==> config.mk <==
export PLATFORM = sky130hd
export DESIGN_NAME = queue_with_prefix_reversal_top
export DESIGN_NICKNAME = d
export VERILOG_FILES = /design/src/rtl/core/qwpr_pkg.sv /design/src/rtl/core/queue_with_prefix_reversal_top.sv /design/src/rtl/core/qwpr_store.sv
export VERILOG_INCLUDE_DIRS = /design/src /design/src/rtl/core
export SDC_FILE = /design/constraint.sdc
export NUM_CORES = 1
export LEC_CHECK = 0
export BUFFER_PORTS_ARGS = -buffer_cell sky130_fd_sc_hd__buf_4
export CORE_MARGIN = 4
export CORE_UTILIZATION = 45
export CTS_CLUSTER_SIZE = 16
export DETAILED_ROUTE_END_ITERATION = 16
export MAX_ROUTING_LAYER = met4
export SLEW_MARGIN = 15
export SYNTH_ARGS = -nofsm -noshare
export SYNTH_HDL_FRONTEND = slang
export SYNTH_SLANG_ARGS = --single-unit
==> constraint.sdc <==
create_clock -name clk -period 12.6 [get_ports clk]
set_input_delay 0.63 -clock clk [delete_from_list [all_inputs] [get_ports clk]]
set_output_delay 0.63 -clock clk [all_outputs]
set_load 0.1 [all_outputs]
==> src/rtl/core/queue_with_prefix_reversal_top_macros.svh <==
// Assertion helpers for the block's top-level RTL file.
`ifndef QUEUE_WITH_PREFIX_REVERSAL_TOP_MACROS_SVH
`define QUEUE_WITH_PREFIX_REVERSAL_TOP_MACROS_SVH

// Same-cycle implication, disabled while in reset.
`define QWPR_ASSERT_NOW(lbl, clk, rst_n, ante, cons) \
	lbl: assert property (@(posedge clk) disable iff (!rst_n) (ante) |-> (cons)) \
		else $error("qwpr assertion failed");

// Next-cycle implication, disabled while in reset.
`define QWPR_ASSERT_NEXT(lbl, clk, rst_n, ante, cons) \
	lbl: assert property (@(posedge clk) disable iff (!rst_n) (ante) |=> (cons)) \
		else $error("qwpr assertion failed");

`endif

==> src/rtl/core/qwpr_pkg.sv <==
package qwpr_pkg;

	localparam int DEPTH_DEFAULT = 16;

	localparam logic [2:0] KIND_PUSH  = 3'd0;
	localparam logic [2:0] KIND_POP   = 3'd1;
	localparam logic [2:0] KIND_REV   = 3'd2;
	localparam logic [2:0] KIND_FLIP  = 3'd3;
	localparam logic [2:0] KIND_QUERY = 3'd4;

	typedef struct packed {
		logic [2:0]         kind;
		logic signed [31:0] push_value;
		logic [4:0]         flip_count;
	} cmd_word_t;

	typedef struct packed {
		logic signed [31:0] front_value;
		logic               is_empty;
		logic [4:0]         entry_count;
		logic               op_error;
	} result_word_t;

	typedef struct packed {
		logic we;
		logic re;
	} store_ctrl_t;

endpackage

==> src/rtl/core/queue_with_prefix_reversal_top.sv <==
// Bounded queue of signed 32-bit words with pop, push, reverse-all and
// prefix flip (reverse the first k entries).
// Command channel: cmd is taken at a rising edge with start high and busy
// low. busy stays high until the result has been shown.
// Result channel: result is valid for exactly one cycle with done high;
// the receiver cannot stall, so each result must be taken in that cycle.
// Sequence: push, pop, reverse-all and query pass EXEC, FRONT and RESP, with
// done high in RESP; a prefix flip of k entries (clamped to the count) with
// k above one adds SW_RD, SW_WA and SW_WB for each of its floor(k/2) swapped
// pairs, at most floor(DEPTH/2), between EXEC and FRONT. busy drops the cycle
// after done; no new command is taken before then. The swap loop is set by
// the store's single write port: each pair is one dual read and two writes.
// Reverse-all flips a direction bit and moves the head in one step.
// Reset clears head, count, direction and the sequencer; store contents
// are undefined until written and are never shown before that.
// push on full and pop on empty flag op_error and change nothing.
module queue_with_prefix_reversal_top #(
	parameter int DEPTH = qwpr_pkg::DEPTH_DEFAULT
) (
	input  logic                   clk,
	input  logic                   arst_n,
	input  logic                   start,
	input  qwpr_pkg::cmd_word_t    cmd,
	output logic                   busy,
	output logic                   done,
	output qwpr_pkg::result_word_t result
);

	`include "queue_with_prefix_reversal_top_macros.svh"

	localparam int AW = $clog2(DEPTH);
	localparam int CW = $clog2(DEPTH + 1);
	localparam int SW = CW + 1;
	localparam int KW = (CW > 5) ? CW : 5;

	localparam logic [2:0] ST_IDLE  = 3'd0;
	localparam logic [2:0] ST_EXEC  = 3'd1;
	localparam logic [2:0] ST_SW_RD = 3'd2;
	localparam logic [2:0] ST_SW_WA = 3'd3;
	localparam logic [2:0] ST_SW_WB = 3'd4;
	localparam logic [2:0] ST_FRONT = 3'd5;
	localparam logic [2:0] ST_RESP  = 3'd6;

	logic [2:0]          state_q;
	qwpr_pkg::cmd_word_t cmd_q;
	logic [AW-1:0]       head_q;
	logic [CW-1:0]       count_q;
	logic                rev_q;
	logic                err_q;
	logic [AW-1:0]       a_q;
	logic [AW-1:0]       b_q;
	logic [CW-1:0]       pairs_q;

	// shared slot unit: logical position -> store slot
	logic [CW-1:0] pos;
	logic [SW-1:0] sum;
	logic [AW-1:0] slot;
	logic [CW-1:0] k_clamp;
	logic [AW-1:0] a_next;
	logic [AW-1:0] b_next;
	logic          full;
	logic          empty;

	qwpr_pkg::store_ctrl_t ctrl;
	logic [AW-1:0]         waddr;
	logic [31:0]           wdata;
	logic [AW-1:0]         raddr_a;
	logic [31:0]           rdata_a;
	logic [31:0]           rdata_b;

	function automatic logic [AW-1:0] step_up(input logic [AW-1:0] x);
		return (x == AW'(DEPTH - 1)) ? '0 : x + 1'b1;
	endfunction

	function automatic logic [AW-1:0] step_dn(input logic [AW-1:0] x);
		return (x == '0) ? AW'(DEPTH - 1) : x - 1'b1;
	endfunction

	assign full  = (count_q == CW'(DEPTH));
	assign empty = (count_q == '0);

	always_comb begin
		if (KW'(cmd_q.flip_count) > KW'(count_q)) begin
			k_clamp = count_q;
		end else begin
			k_clamp = CW'(cmd_q.flip_count);
		end
	end

	always_comb begin
		unique case (cmd_q.kind)
			qwpr_pkg::KIND_PUSH: pos = count_q;
			qwpr_pkg::KIND_POP:  pos = CW'(1);
			qwpr_pkg::KIND_REV:  pos = count_q - 1'b1;
			qwpr_pkg::KIND_FLIP: pos = k_clamp - 1'b1;
			default:             pos = '0;
		endcase
		if (rev_q) begin
			sum = SW'(head_q) + SW'(DEPTH) - SW'(pos);
		end else begin
			sum = SW'(head_q) + SW'(pos);
		end
		if (sum >= SW'(DEPTH)) begin
			slot = AW'(sum - SW'(DEPTH));
		end else begin
			slot = AW'(sum);
		end
	end

	assign a_next = rev_q ? step_dn(a_q) : step_up(a_q);
	assign b_next = rev_q ? step_up(b_q) : step_dn(b_q);

	always_ff @(posedge clk or negedge arst_n) begin
		if (!arst_n) begin
			state_q <= ST_IDLE;
			head_q  <= '0;
			count_q <= '0;
			rev_q   <= 1'b0;
			err_q   <= 1'b0;
		end else begin
			unique case (state_q)
				ST_IDLE: begin
					if (start) begin
						state_q <= ST_EXEC;
					end
				end
				ST_EXEC: begin
					err_q   <= 1'b0;
					state_q <= ST_FRONT;
					unique case (cmd_q.kind)
						qwpr_pkg::KIND_PUSH: begin
							if (full) begin
								err_q <= 1'b1;
							end else begin
								count_q <= count_q + 1'b1;
							end
						end
						qwpr_pkg::KIND_POP: begin
							if (empty) begin
								err_q <= 1'b1;
							end else begin
								head_q  <= slot;
								count_q <= count_q - 1'b1;
							end
						end
						qwpr_pkg::KIND_REV: begin
							if (!empty) begin
								head_q <= slot;
								rev_q  <= !rev_q;
							end
						end
						qwpr_pkg::KIND_FLIP: begin
							if (k_clamp > CW'(1)) begin
								state_q <= ST_SW_RD;
							end
						end
						default: begin
						end
					endcase
				end
				ST_SW_RD: state_q <= ST_SW_WA;
				ST_SW_WA: state_q <= ST_SW_WB;
				ST_SW_WB: begin
					state_q <= (pairs_q == CW'(1)) ? ST_FRONT : ST_SW_RD;
				end
				ST_FRONT: state_q <= ST_RESP;
				ST_RESP:  state_q <= ST_IDLE;
				default:  state_q <= ST_IDLE;
			endcase
		end
	end

	// payload and swap pointers, no reset needed
	always_ff @(posedge clk) begin
		if (state_q == ST_IDLE && start) begin
			cmd_q <= cmd;
		end
		if (state_q == ST_EXEC) begin
			a_q     <= head_q;
			b_q     <= slot;
			pairs_q <= k_clamp >> 1;
		end else if (state_q == ST_SW_WB) begin
			a_q     <= a_next;
			b_q     <= b_next;
			pairs_q <= pairs_q - 1'b1;
		end
	end

	always_comb begin
		ctrl    = '0;
		waddr   = slot;
		wdata   = cmd_q.push_value;
		raddr_a = a_q;
		unique case (state_q)
			ST_EXEC: begin
				ctrl.we = (cmd_q.kind == qwpr_pkg::KIND_PUSH) && !full;
			end
			ST_SW_RD: ctrl.re = 1'b1;
			ST_SW_WA: begin
				ctrl.we = 1'b1;
				waddr   = a_q;
				wdata   = rdata_b;
			end
			ST_SW_WB: begin
				ctrl.we = 1'b1;
				waddr   = b_q;
				wdata   = rdata_a;
			end
			ST_FRONT: begin
				ctrl.re = 1'b1;
				raddr_a = head_q;
			end
			default: begin
			end
		endcase
	end

	qwpr_store #(
		.DEPTH(DEPTH)
	) u_store (
		.clk     (clk),
		.ctrl    (ctrl),
		.waddr   (waddr),
		.wdata   (wdata),
		.raddr_a (raddr_a),
		.raddr_b (b_q),
		.rdata_a (rdata_a),
		.rdata_b (rdata_b)
	);

	assign busy = (state_q != ST_IDLE);
	assign done = (state_q == ST_RESP);

	always_comb begin
		result.front_value = empty ? 32'sd0 : $signed(rdata_a);
		result.is_empty    = empty;
		result.entry_count = 5'(count_q);
		result.op_error    = err_q;
	end

	`QWPR_ASSERT_NEXT(a_accept_busy, clk, arst_n, start && !busy, busy)
	`QWPR_ASSERT_NEXT(a_done_idle, clk, arst_n, done, !busy && !done)
	`QWPR_ASSERT_NOW(a_count_bound, clk, arst_n, 1'b1, count_q <= CW'(DEPTH))
	`QWPR_ASSERT_NOW(a_empty_zero, clk, arst_n, done && result.is_empty,
		result.front_value == 32'sd0)

endmodule

==> src/rtl/core/qwpr_store.sv <==
module qwpr_store #(
	parameter int DEPTH = qwpr_pkg::DEPTH_DEFAULT,
	localparam int AW = $clog2(DEPTH)
) (
	input  logic                  clk,
	input  qwpr_pkg::store_ctrl_t ctrl,
	input  logic [AW-1:0]         waddr,
	input  logic [31:0]           wdata,
	input  logic [AW-1:0]         raddr_a,
	input  logic [AW-1:0]         raddr_b,
	output logic [31:0]           rdata_a,
	output logic [31:0]           rdata_b
);

	logic [31:0] mem [DEPTH];
	logic [31:0] rd_a_q;
	logic [31:0] rd_b_q;

	always_ff @(posedge clk) begin
		if (ctrl.we) begin
			mem[waddr] <= wdata;
		end
	end

	always_ff @(posedge clk) begin
		if (ctrl.re) begin
			rd_a_q <= mem[raddr_a];
			rd_b_q <= mem[raddr_b];
		end
	end

	assign rdata_a = rd_a_q;
	assign rdata_b = rd_b_q;

endmodule

# Word-level counts from Yosys, hierarchy flattened
# Memory sizes are Yosys's and may differ from the RTL's. A register that Yosys moved wholly into a read port is not among the register bits.
# Cells that the tools add are included.
[totals] register_bits=67 ram_bits=512 input_bits=43 output_inout_bits=41 n_memories=1
[mem_list] memory="u_store.mem" words=16 width=32 read_ports=2 rd_ports_with_merged_regs=2 write_ports=1 line="qwpr_store.sv:15" rtl="logic [31:0] mem [DEPTH];"
[op_classes] add_sub_neg=12 n_lt_le_gt_ge=3 eq_ne=16 n_mux=35 bitwise=1 reduce_logical=18
[ops] cell="32-bit case mux with 2 select lines" count=1
[ops] cell="4-bit 2-to-1 mux" count=14
[ops] cell="32-bit 2-to-1 mux" count=1
[ops] cell="5-bit case mux with 4 select lines" count=1
[ops] cell="3-bit case mux with 6 select lines" count=1
[ops] cell="5-bit 2-to-1 mux" count=3
[ops] cell="5-bit by 1-bit subtractor with 5-bit output (second input constant)" count=3
[ops] cell="3-bit by 2-bit == test with 1-bit output (second input constant)" count=4
[ops] cell="3-bit 2-to-1 mux" count=4
[ops] cell="4-bit by 1-bit subtractor with 4-bit output (second input constant)" count=3
[ops] cell="5-bit case mux with 2 select lines" count=1
[ops] cell="3-bit == test (second input constant)" count=3
[ops] cell="4-bit by 1-bit adder with 4-bit output (second input constant)" count=2
[ops] cell="4-bit == test (second input constant)" count=2
[ops] cell="4-bit zero test" count=2
[ops] cell="4-bit case mux with 2 select lines" count=1
[ops] cell="4-bit by 5-bit adder with 6-bit output" count=1
[ops] cell="4-bit by 5-bit adder with 6-bit output (second input constant)" count=1
[ops] cell="3-bit by 1-bit == test with 1-bit output (second input constant)" count=2
[ops] cell="6-bit by 5-bit >= comparator with 1-bit output (second input constant)" count=1
[ops] cell="3-bit zero test" count=2
[ops] cell="6-bit 2-to-1 mux" count=1
[ops] cell="2-bit inequality test (second input constant)" count=3
[ops] cell="3-bit AND reduction" count=2
[ops] cell="16 further kinds" count=26

# Logic depth before layout (Yosys ltp)
# Gate-level depths: netlist (run 1).
[depth] depth_word=9 depth_mapped=18

# Hierarchy
# From an unflattened synthesis (run 1), not the netlist that was laid out.
[hier_totals] hier_cells=1629 hier_area_um2=29311.9
[by_module_without_submodules] mod="qwpr_store" n_inst=1 cells_per_inst=1141 area_per_inst_um2=24828.8 seq_area_each_um2=17296.6
[by_module_without_submodules] mod="queue_with_prefix_reversal_top" n_inst=1 cells_per_inst=488 area_per_inst_um2=4483.0 seq_area_each_um2=1931.9

# Least setup slack after synthesis (run 1)
# OpenSTA, ideal clock, no wires.
[synth_timing] path_kind="reg-to-reg" startpoint="register count_q[1]" endpoint="memory u_store.mem[0][0], enable pin" arrival_ps=7566 slack_ps=4533 stages_incl_launch_ff=17 synth_period_minus_slack_ps=8067 path_cell_list="dfrtp_1 inv_1 ha_1 nor2b_1 o21ai_0 a21o_1 mux2i_1 ha_1 o22ai_1 nand2b_1 ha_1 nand2b_1 a221oi_1 a211oi_1 o21ai_0 a21oi_2 nor4_1"
[synth_between] elab_chain_cells=9
[synth_rtl] item="start: declaration" line="queue_with_prefix_reversal_top.sv:47" rtl="logic [CW-1:0] count_q;"
[synth_rtl] item="start signal: assignment" line="queue_with_prefix_reversal_top.sv:135" rtl="count_q <= count_q + 1'b1;"
[synth_rtl] item="start signal: assignment" line="queue_with_prefix_reversal_top.sv:143" rtl="count_q <= count_q - 1'b1;"
[synth_rtl] item="5-bit greater-than comparator" line="queue_with_prefix_reversal_top.sv:83" rtl="if (KW'(cmd_q.flip_count) > KW'(count_q)) begin"
[synth_rtl] item="5-bit 2-to-1 mux" line="queue_with_prefix_reversal_top.sv:83"
[synth_rtl] item="5-bit by 1-bit subtractor with 5-bit output" line="queue_with_prefix_reversal_top.sv:95" rtl="qwpr_pkg::KIND_FLIP: pos = k_clamp - 1'b1;"
[synth_rtl] item="5-bit case mux with 4 select lines" line="queue_with_prefix_reversal_top.sv:91" rtl="unique case (cmd_q.kind)"
[synth_rtl] item="6-bit by 5-bit subtractor with 6-bit output or 4-bit by 5-bit adder with 6-bit output (tied branches)" line="queue_with_prefix_reversal_top.sv:99, queue_with_prefix_reversal_top.sv:101"
[synth_rtl] item="6-bit 2-to-1 mux" line="queue_with_prefix_reversal_top.sv:98" rtl="if (rev_q) begin"
[synth_rtl] item="6-bit by 5-bit >= comparator with 1-bit output or 4-bit by 1-bit subtractor with 4-bit output (tied branches)" line="queue_with_prefix_reversal_top.sv:103, queue_with_prefix_reversal_top.sv:104"
[synth_rtl] item="4-bit 2-to-1 mux" line="queue_with_prefix_reversal_top.sv:103" rtl="if (sum >= SW'(DEPTH)) begin"
[synth_rtl] item="4-bit case mux with 2 select lines" line="queue_with_prefix_reversal_top.sv:194" rtl="unique case (state_q)"
[synth_rtl] item="end: declaration" line="qwpr_store.sv:15"
# Several ways; a longest one is shown, not always the timed one.

# Worst setup path in the final report (run 1)
[layout_timing] startpoint="register count_q[1]" endpoint="memory u_store.mem[9][27], enable pin"
# Same word-level chain as after synthesis.

==> results of run 1 <==
[cell usage after synthesis, drive strengths merged, types with 14 or more instances]
cell / number
a21oi: 34
a22oi: 34
a32oi: 32
buf: 65
clkbuf: 91
dfrtp: 14
edfxtp: 628
ha: 24
inv: 19
mux2i: 107
mux4: 160
nand2: 544
nand3: 201
nor2: 41
nor2b: 41
o21ai: 17
o221ai: 33
xnor2: 16
[layer usage]
layer / vias to the layer above / wire length [um] / part of all wire
li1: 8473 / - / -
met1: 9699 / 33700 / 0.42
met2: 721 / 38600 / 0.48
met3: 112 / 5460 / 0.069
met4: 0 / 1820 / 0.023
met5: - / 0 / 0
[cells by family (layout without fill, tap and decap cells)]
group	count (synthesis)	after routing
AND/OR/NAND/NOR	867	867
flip-flops	643	643
multiplexers	271	271
AO/OA/AOI/OAI	191	191
buffers and inverters	175	275
adder cells (fa/ha/maj)	26	26
XOR/XNOR	23	23
[per-stage QoR]
| step | util | instances | setup slack, ps | instance area, sq um |
|---|---|---|---|---|
| global route | 0.510 | 3169 | 5910 | 34200 |
| detailed placement | 0.477 | 3036 | 6420 | 32000 |
| global placement | 0.477 | 3036 | 6630 | 32000 |
| floorplan | - | 2196 | 4530 | 30400 |
| finish | 0.510 | 3169 | 6370 | 34200 |
| CTS | 0.510 | 3168 | 6400 | 34200 |
[state kept, by name, indices dropped and copies added (netlist names)]
signal           flops
pairs_q              5
a_q                  4
err_q                1
state_q              3
rev_q                1
u_store.mem        512
b_q                  4
u_store.rdata_b     32
head_q               4
u_store.rdata_a     32
cmd_q               40
count_q              5
[cell type report]
type | count | area share
Clock buffer | 86 | 0.0548
Clock inverter | 45 | 0.00892
Inverter | 19 | 0.00208
Multi-Input combinational cell | 1378 | 0.312
Sequential cell | 643 | 0.562
Tap cell | 873 | 0.0319
Timing Repair Buffer | 125 | 0.0285
[repair_timing]
item | in CTS | in global routing
setup endpoints to repair | 0 | 0
endpoints found under the hold margin | 14 | 0
hold buffers | 1 | 0
[how the worst min path moves through the flow]
stage | end | slack, ps | cells after the start
after floorplan | count_q[0] | 330 | 0
after CTS | cmd_q[15] | 150 | 1
final | cmd_q[16] | 180 | 1
after detailed placement | err_q | 500 | 2
after global placement | err_q | 480 | 2
after global routing | cmd_q[16] | 160 | 1
==> impl_metrics.toml, run 1 <==
[hold_path]
worstHoldPathType = "in2reg"
min_from = "cmd[16]"

[layout]
fill_cells = 5663
layout.cells.most_common = "edfxtp_1"
layout_common_cells = "edfxtp_1 (628), nand2_1 (542), nand3_1 (201), mux4_2 (160), buf_4 (121)"
insertedDiodeCount = 0
syn2layout_area_growth_pct = 12.6
drive_gt1_frac = 0.185
register_area_sq_mm = 0.0192
nNetsFinal = 2309
multi_input_area_sq_mm = 0.0107

[yosys]
synth-simple-area-share = 0.123
synthAdderAreaFrac = 0.0112
yosys.area_share.xor_xnor = 0.00663
synth_area_per_cell_sq_um = 13.8
yosysWarnings = 0
yosysTopAreaCellShare = 0.621
synth_ff_type = "edfxtp_1"
yosysTopAreaCell = "edfxtp_1"
synth_compound_area_frac = 0.0461
async_flop_share = 0.0218
ys_seq_area_frac = 0.633
synth_area_leaders = "edfxtp_1 (62%), mux4_2 (12%), nand2_1 (6.7%)"
synth.mux.area_fraction = 0.155
synth_nets = 2265
syn_inst = 2196
ys_ff_latch = 643
ys_types = 61
synth_area_sq_mm = 0.0304
synth_top_family_by_area = "multiplexers"
synth_edf_count = 628

[setup_path]
crit_slowest_cell = "buf_4"
cp_num_cells = 17
crit_path_end_kind = "flop"
crit_type = "reg2reg"
r2r_slack_ps = 6370
crit_family = "compound AO/OA/AOI/OAI gates"
r2r-start = "count_q[1]"
ff2ff_path_depth = 17
crit_top_cell = "ha_1"
critical_path_required_ps = 12830
worst-path-buf-inv = 2
crit_chain = "inv_1, ha_1, nor2b_1, o21ai_0, a21o_1, mux2i_1, ha_1, o22ai_1, nand2b_1, ha_1, nand2b_1, a221oi_1, a211oi_1, or4_1, mux2_4, a21oi_4, buf_4"
crit_path_max_incr_delay_ps = 520
cp-start-kind = "flop"
critical_path.max_fanout = 23
startpoint = "count_q[1]"
crit_path_end = "u_store.mem[9][27]"
r2r_end = "u_store.mem[9][27]"
arrival_ps = 6460

[global_routing]
antenna_found_initial = 0
grt_pass1_wl_mm = 120
globalRoute.totalOverflow = 0
grt_usage = 0.229
gr-usage-met2 = 0.364
grt_busiest_layer = "met2"
grt_max_degree = 193
groute.layer.met1.usage = 0.310
use_met3 = 0.0356
grt_pass1_vias = 19400

[place]
gp_congestion = 0.812
dp_hpwl_mm = 43.7
portBuffers = 83

[clock_tree]
clockBufferDepth = 3
ctsHtreeMaxLevel = 3
post_cts_buffers = 0
clkTransAtPathRegs_ps = 60
cts_resized = 0
cts_buffers = 73
cts_tree = "built"
insertion_delay_ps = 620
cts_sinks = 643
cts_root_buffer = "clkbuf_16"

[timing]
relSlewSlack = 0.215
tightest_slew_ps = 1180
holdWs_ps = 181
period_share = 0.495
finalSetupTns_ps = 0
fmax_mhz = 160
hold_violations = 0
setup-violations-final = 0
fin_worst_skew_ps = 26.5
rsz0062_at_grt = "false"
finalMaxSlewViolations = 0
fin_crit_ps = 6230

[drt]
drt_pre_antenna_iters = 6
postRouteAntennaNets = 0
route.detailed.drc = 0
wl_mm = 79.6
viasPerCell = 6.00
wire_per_inst_um = 25.1
drt_iter0_markers = 1718
num_vias = 19000

[floorplanning]
core_area_sq_mm = 0.0670
die_x_um = 268
io_pins = 84
die_h_um = 268
row_count = 95
initial_core_util = 0.453
die-area_sq_mm = 0.0717

[status]
status = "finished clean"

[flow_run]
drv_cap = 0
Power of run 1 is not shown: default switching activity piles up to over one toggle a cycle in this logic, so the estimate is an artifact.
==> inputs of run 2 (changes only) <==
==> constraint.sdc (replaced) <==
create_clock -name clk -period 5.3 [get_ports clk]
set_input_delay 0.265 -clock clk [delete_from_list [all_inputs] [get_ports clk]]
set_output_delay 0.265 -clock clk [all_outputs]
set_load 0.1 [all_outputs]
==> impl_metrics.toml, run 2 (synthesis results as in run 1) <==
[drt]
wl_mm = 88.2
drt_pre_antenna_iters = 6
postRouteAntennaNets = 0
route.detailed.drc = 0
wire_per_inst_um = 26.9
drt_iter0_markers = 2398
num_vias = 20200
viasPerCell = 6.16

[layout]
syn2layout_area_growth_pct = 17.5
nNetsFinal = 2417
largest_reg_flops = 512
fill_cells = 5470
layout_common_cells = "edfxtp_1 (628), nand2_1 (542), nand3_1 (201), buf_4 (163), mux4_2 (160)"
register_area_sq_mm = 0.0192
layout.cells.most_common = "edfxtp_1"
regMostFlops = "u_store.mem"
drive_gt1_frac = 0.211
fin_area_sq_mm = 0.0357
top_regs = "u_store.mem (512), cmd_q (40)"
multi_input_area_sq_mm = 0.0107

[timing]
hold_violations = 0
tightest_slew_ps = 1110
period_share = 0.950
finalMaxSlewViolations = 0
relSlewSlack = 0.247
finalSetupTns_ps = 0
fin_crit_ps = 5040
fmax_mhz = 199
setup-violations-final = 0
timing.final.ws_setup_ps = 264
fin_worst_skew_ps = 21.7
rsz0062_at_grt = "false"

[setup_path]
crit_family = "simple AND/OR/NAND/NOR gates"
crit_path_max_incr_delay_ps = 510
cp-start-kind = "flop"
crit_path_end_kind = "flop"
crit_slowest_cell = "dfrtp_4"
critical_path_required_ps = 5590
crit_top_cell = "ha_1"
critical_path.max_fanout = 23
crit_chain = "inv_1, ha_1, and3_1, and3_1, a21oi_2, mux2i_1, buf_4, ha_1, o22ai_1, nand2b_1, ha_1, nand2b_1, a221oi_2, a211oi_1, buf_4, or4_1, mux2_4, a21oi_4, buf_12"
arrival_ps = 5330
worst-path-buf-inv = 4
crit_type = "reg2reg"

[clock_tree]
clockBufferDepth = 3
insertion_delay_ps = 610
cts_sinks = 643
ctsHtreeMaxLevel = 3
cts_buffers = 70
cts_root_buffer = "clkbuf_16"
cts_tree = "built"
clkTransAtPathRegs_ps = 60

[place]
gp_congestion = 0.874
placed_area_sq_mm = 0.0328
pre_cts_ws_ps = 171
dp_hpwl_mm = 54.0
portBuffers = 83

[global_routing]
antenna_found_initial = 1
grt_usage = 0.251
grt_pass1_vias = 19600
grt_pass1_wl_mm = 130
grt_max_degree = 134
globalRoute.totalOverflow = 0

[floorplanning]
core_area_sq_mm = 0.0670
row_count = 95
die_x_um = 268
initial_core_util = 0.453
die-area_sq_mm = 0.0717
io_pins = 84
die_h_um = 268

[flow_run]
drv_cap = 0

[status]
status = "finished clean"

[hold_path]
worstHoldPathType = "in2async"
==> run 2: cell types whose count changed in the layout (fill, tap and decap cells not counted), sizes merged <==
cell and change:
bufinv +4, clkinv -7, clkbuf -1, clkinvlp -1, inv +1, buf +70, dlygate4sd3 +41, diode +1
==> run 2: cell type report <==
class | instances | area share
clock buffers | 85 | 0.0536
inverters | 19 | 0.00200
flip-flops and latches | 643 | 0.539
clock inverters | 42 | 0.0104
well taps | 873 | 0.0306
diodes | 1 | 0.0000701
repair buffers | 236 | 0.0638
multi-input cells | 1378 | 0.301
==> run 2: final timing paths <==
check / start / to / slack [ps] / cells after the start
hold reg to reg: err_q / err_q / 520 / 2
hold / removal: arst_n / count_q[3] / 60 / 2
min in group clk: cmd[16] / cmd_q[16] / 380 / 2
setup reg to reg: count_q[4] / u_store.mem[11][24] / 260 / 19
max in group asynchronous: arst_n / count_q[4] / 5020 / 2
setup / recovery: count_q[4] / u_store.mem[11][24] / 260 / 19
==> run 2: routing by layer <==
layer | part of all wire | track usage | vias up
li1 | - | - | 8688
met1 | 0.42 | 0.355 | 10300
met2 | 0.46 | 0.380 | 1037
met3 | 0.088 | 0.0437 | 148
met4 | 0.025 | 0.0731 | 0
met5 | 0 | - | -
==> run 2: worst reg2reg max path, stage by stage (launching register included) <==
cell and delay (ps):
dfrtp_4 510, inv_1 100, ha_1 260, and3_1 180, and3_1 220, a21oi_2 160
mux2i_1 210, buf_4 140, ha_1 220, o22ai_1 160, nand2b_1 150, ha_1 310
nand2b_1 150, a221oi_2 310, a211oi_1 150, buf_4 160, or4_1 460, mux2_4 390
a21oi_4 230, buf_12 240
==> run 2: repair_timing <==
action                                  4_1_cts  5_1_grt
resized for setup                             0        2
buffers inserted                              0       23
hold buffers                                 42        0
endpoints found under the setup margin        0      371
hold endpoints to repair                     55        0
==> run 2: metrics by stage <==
stage / hold slack, ps / instances / utilization
final: 60.4 / 3277 / 0.533
after global routing: 97.9 / 3277 / 0.533
after CTS: 41.4 / 3253 / 0.529
after detailed placement: 150 / 3084 / 0.489
after global placement: 146 / 3082 / 0.488
after floorplan: -30.6 / 2196 / -
Power of run 2 is left out for the same reason.
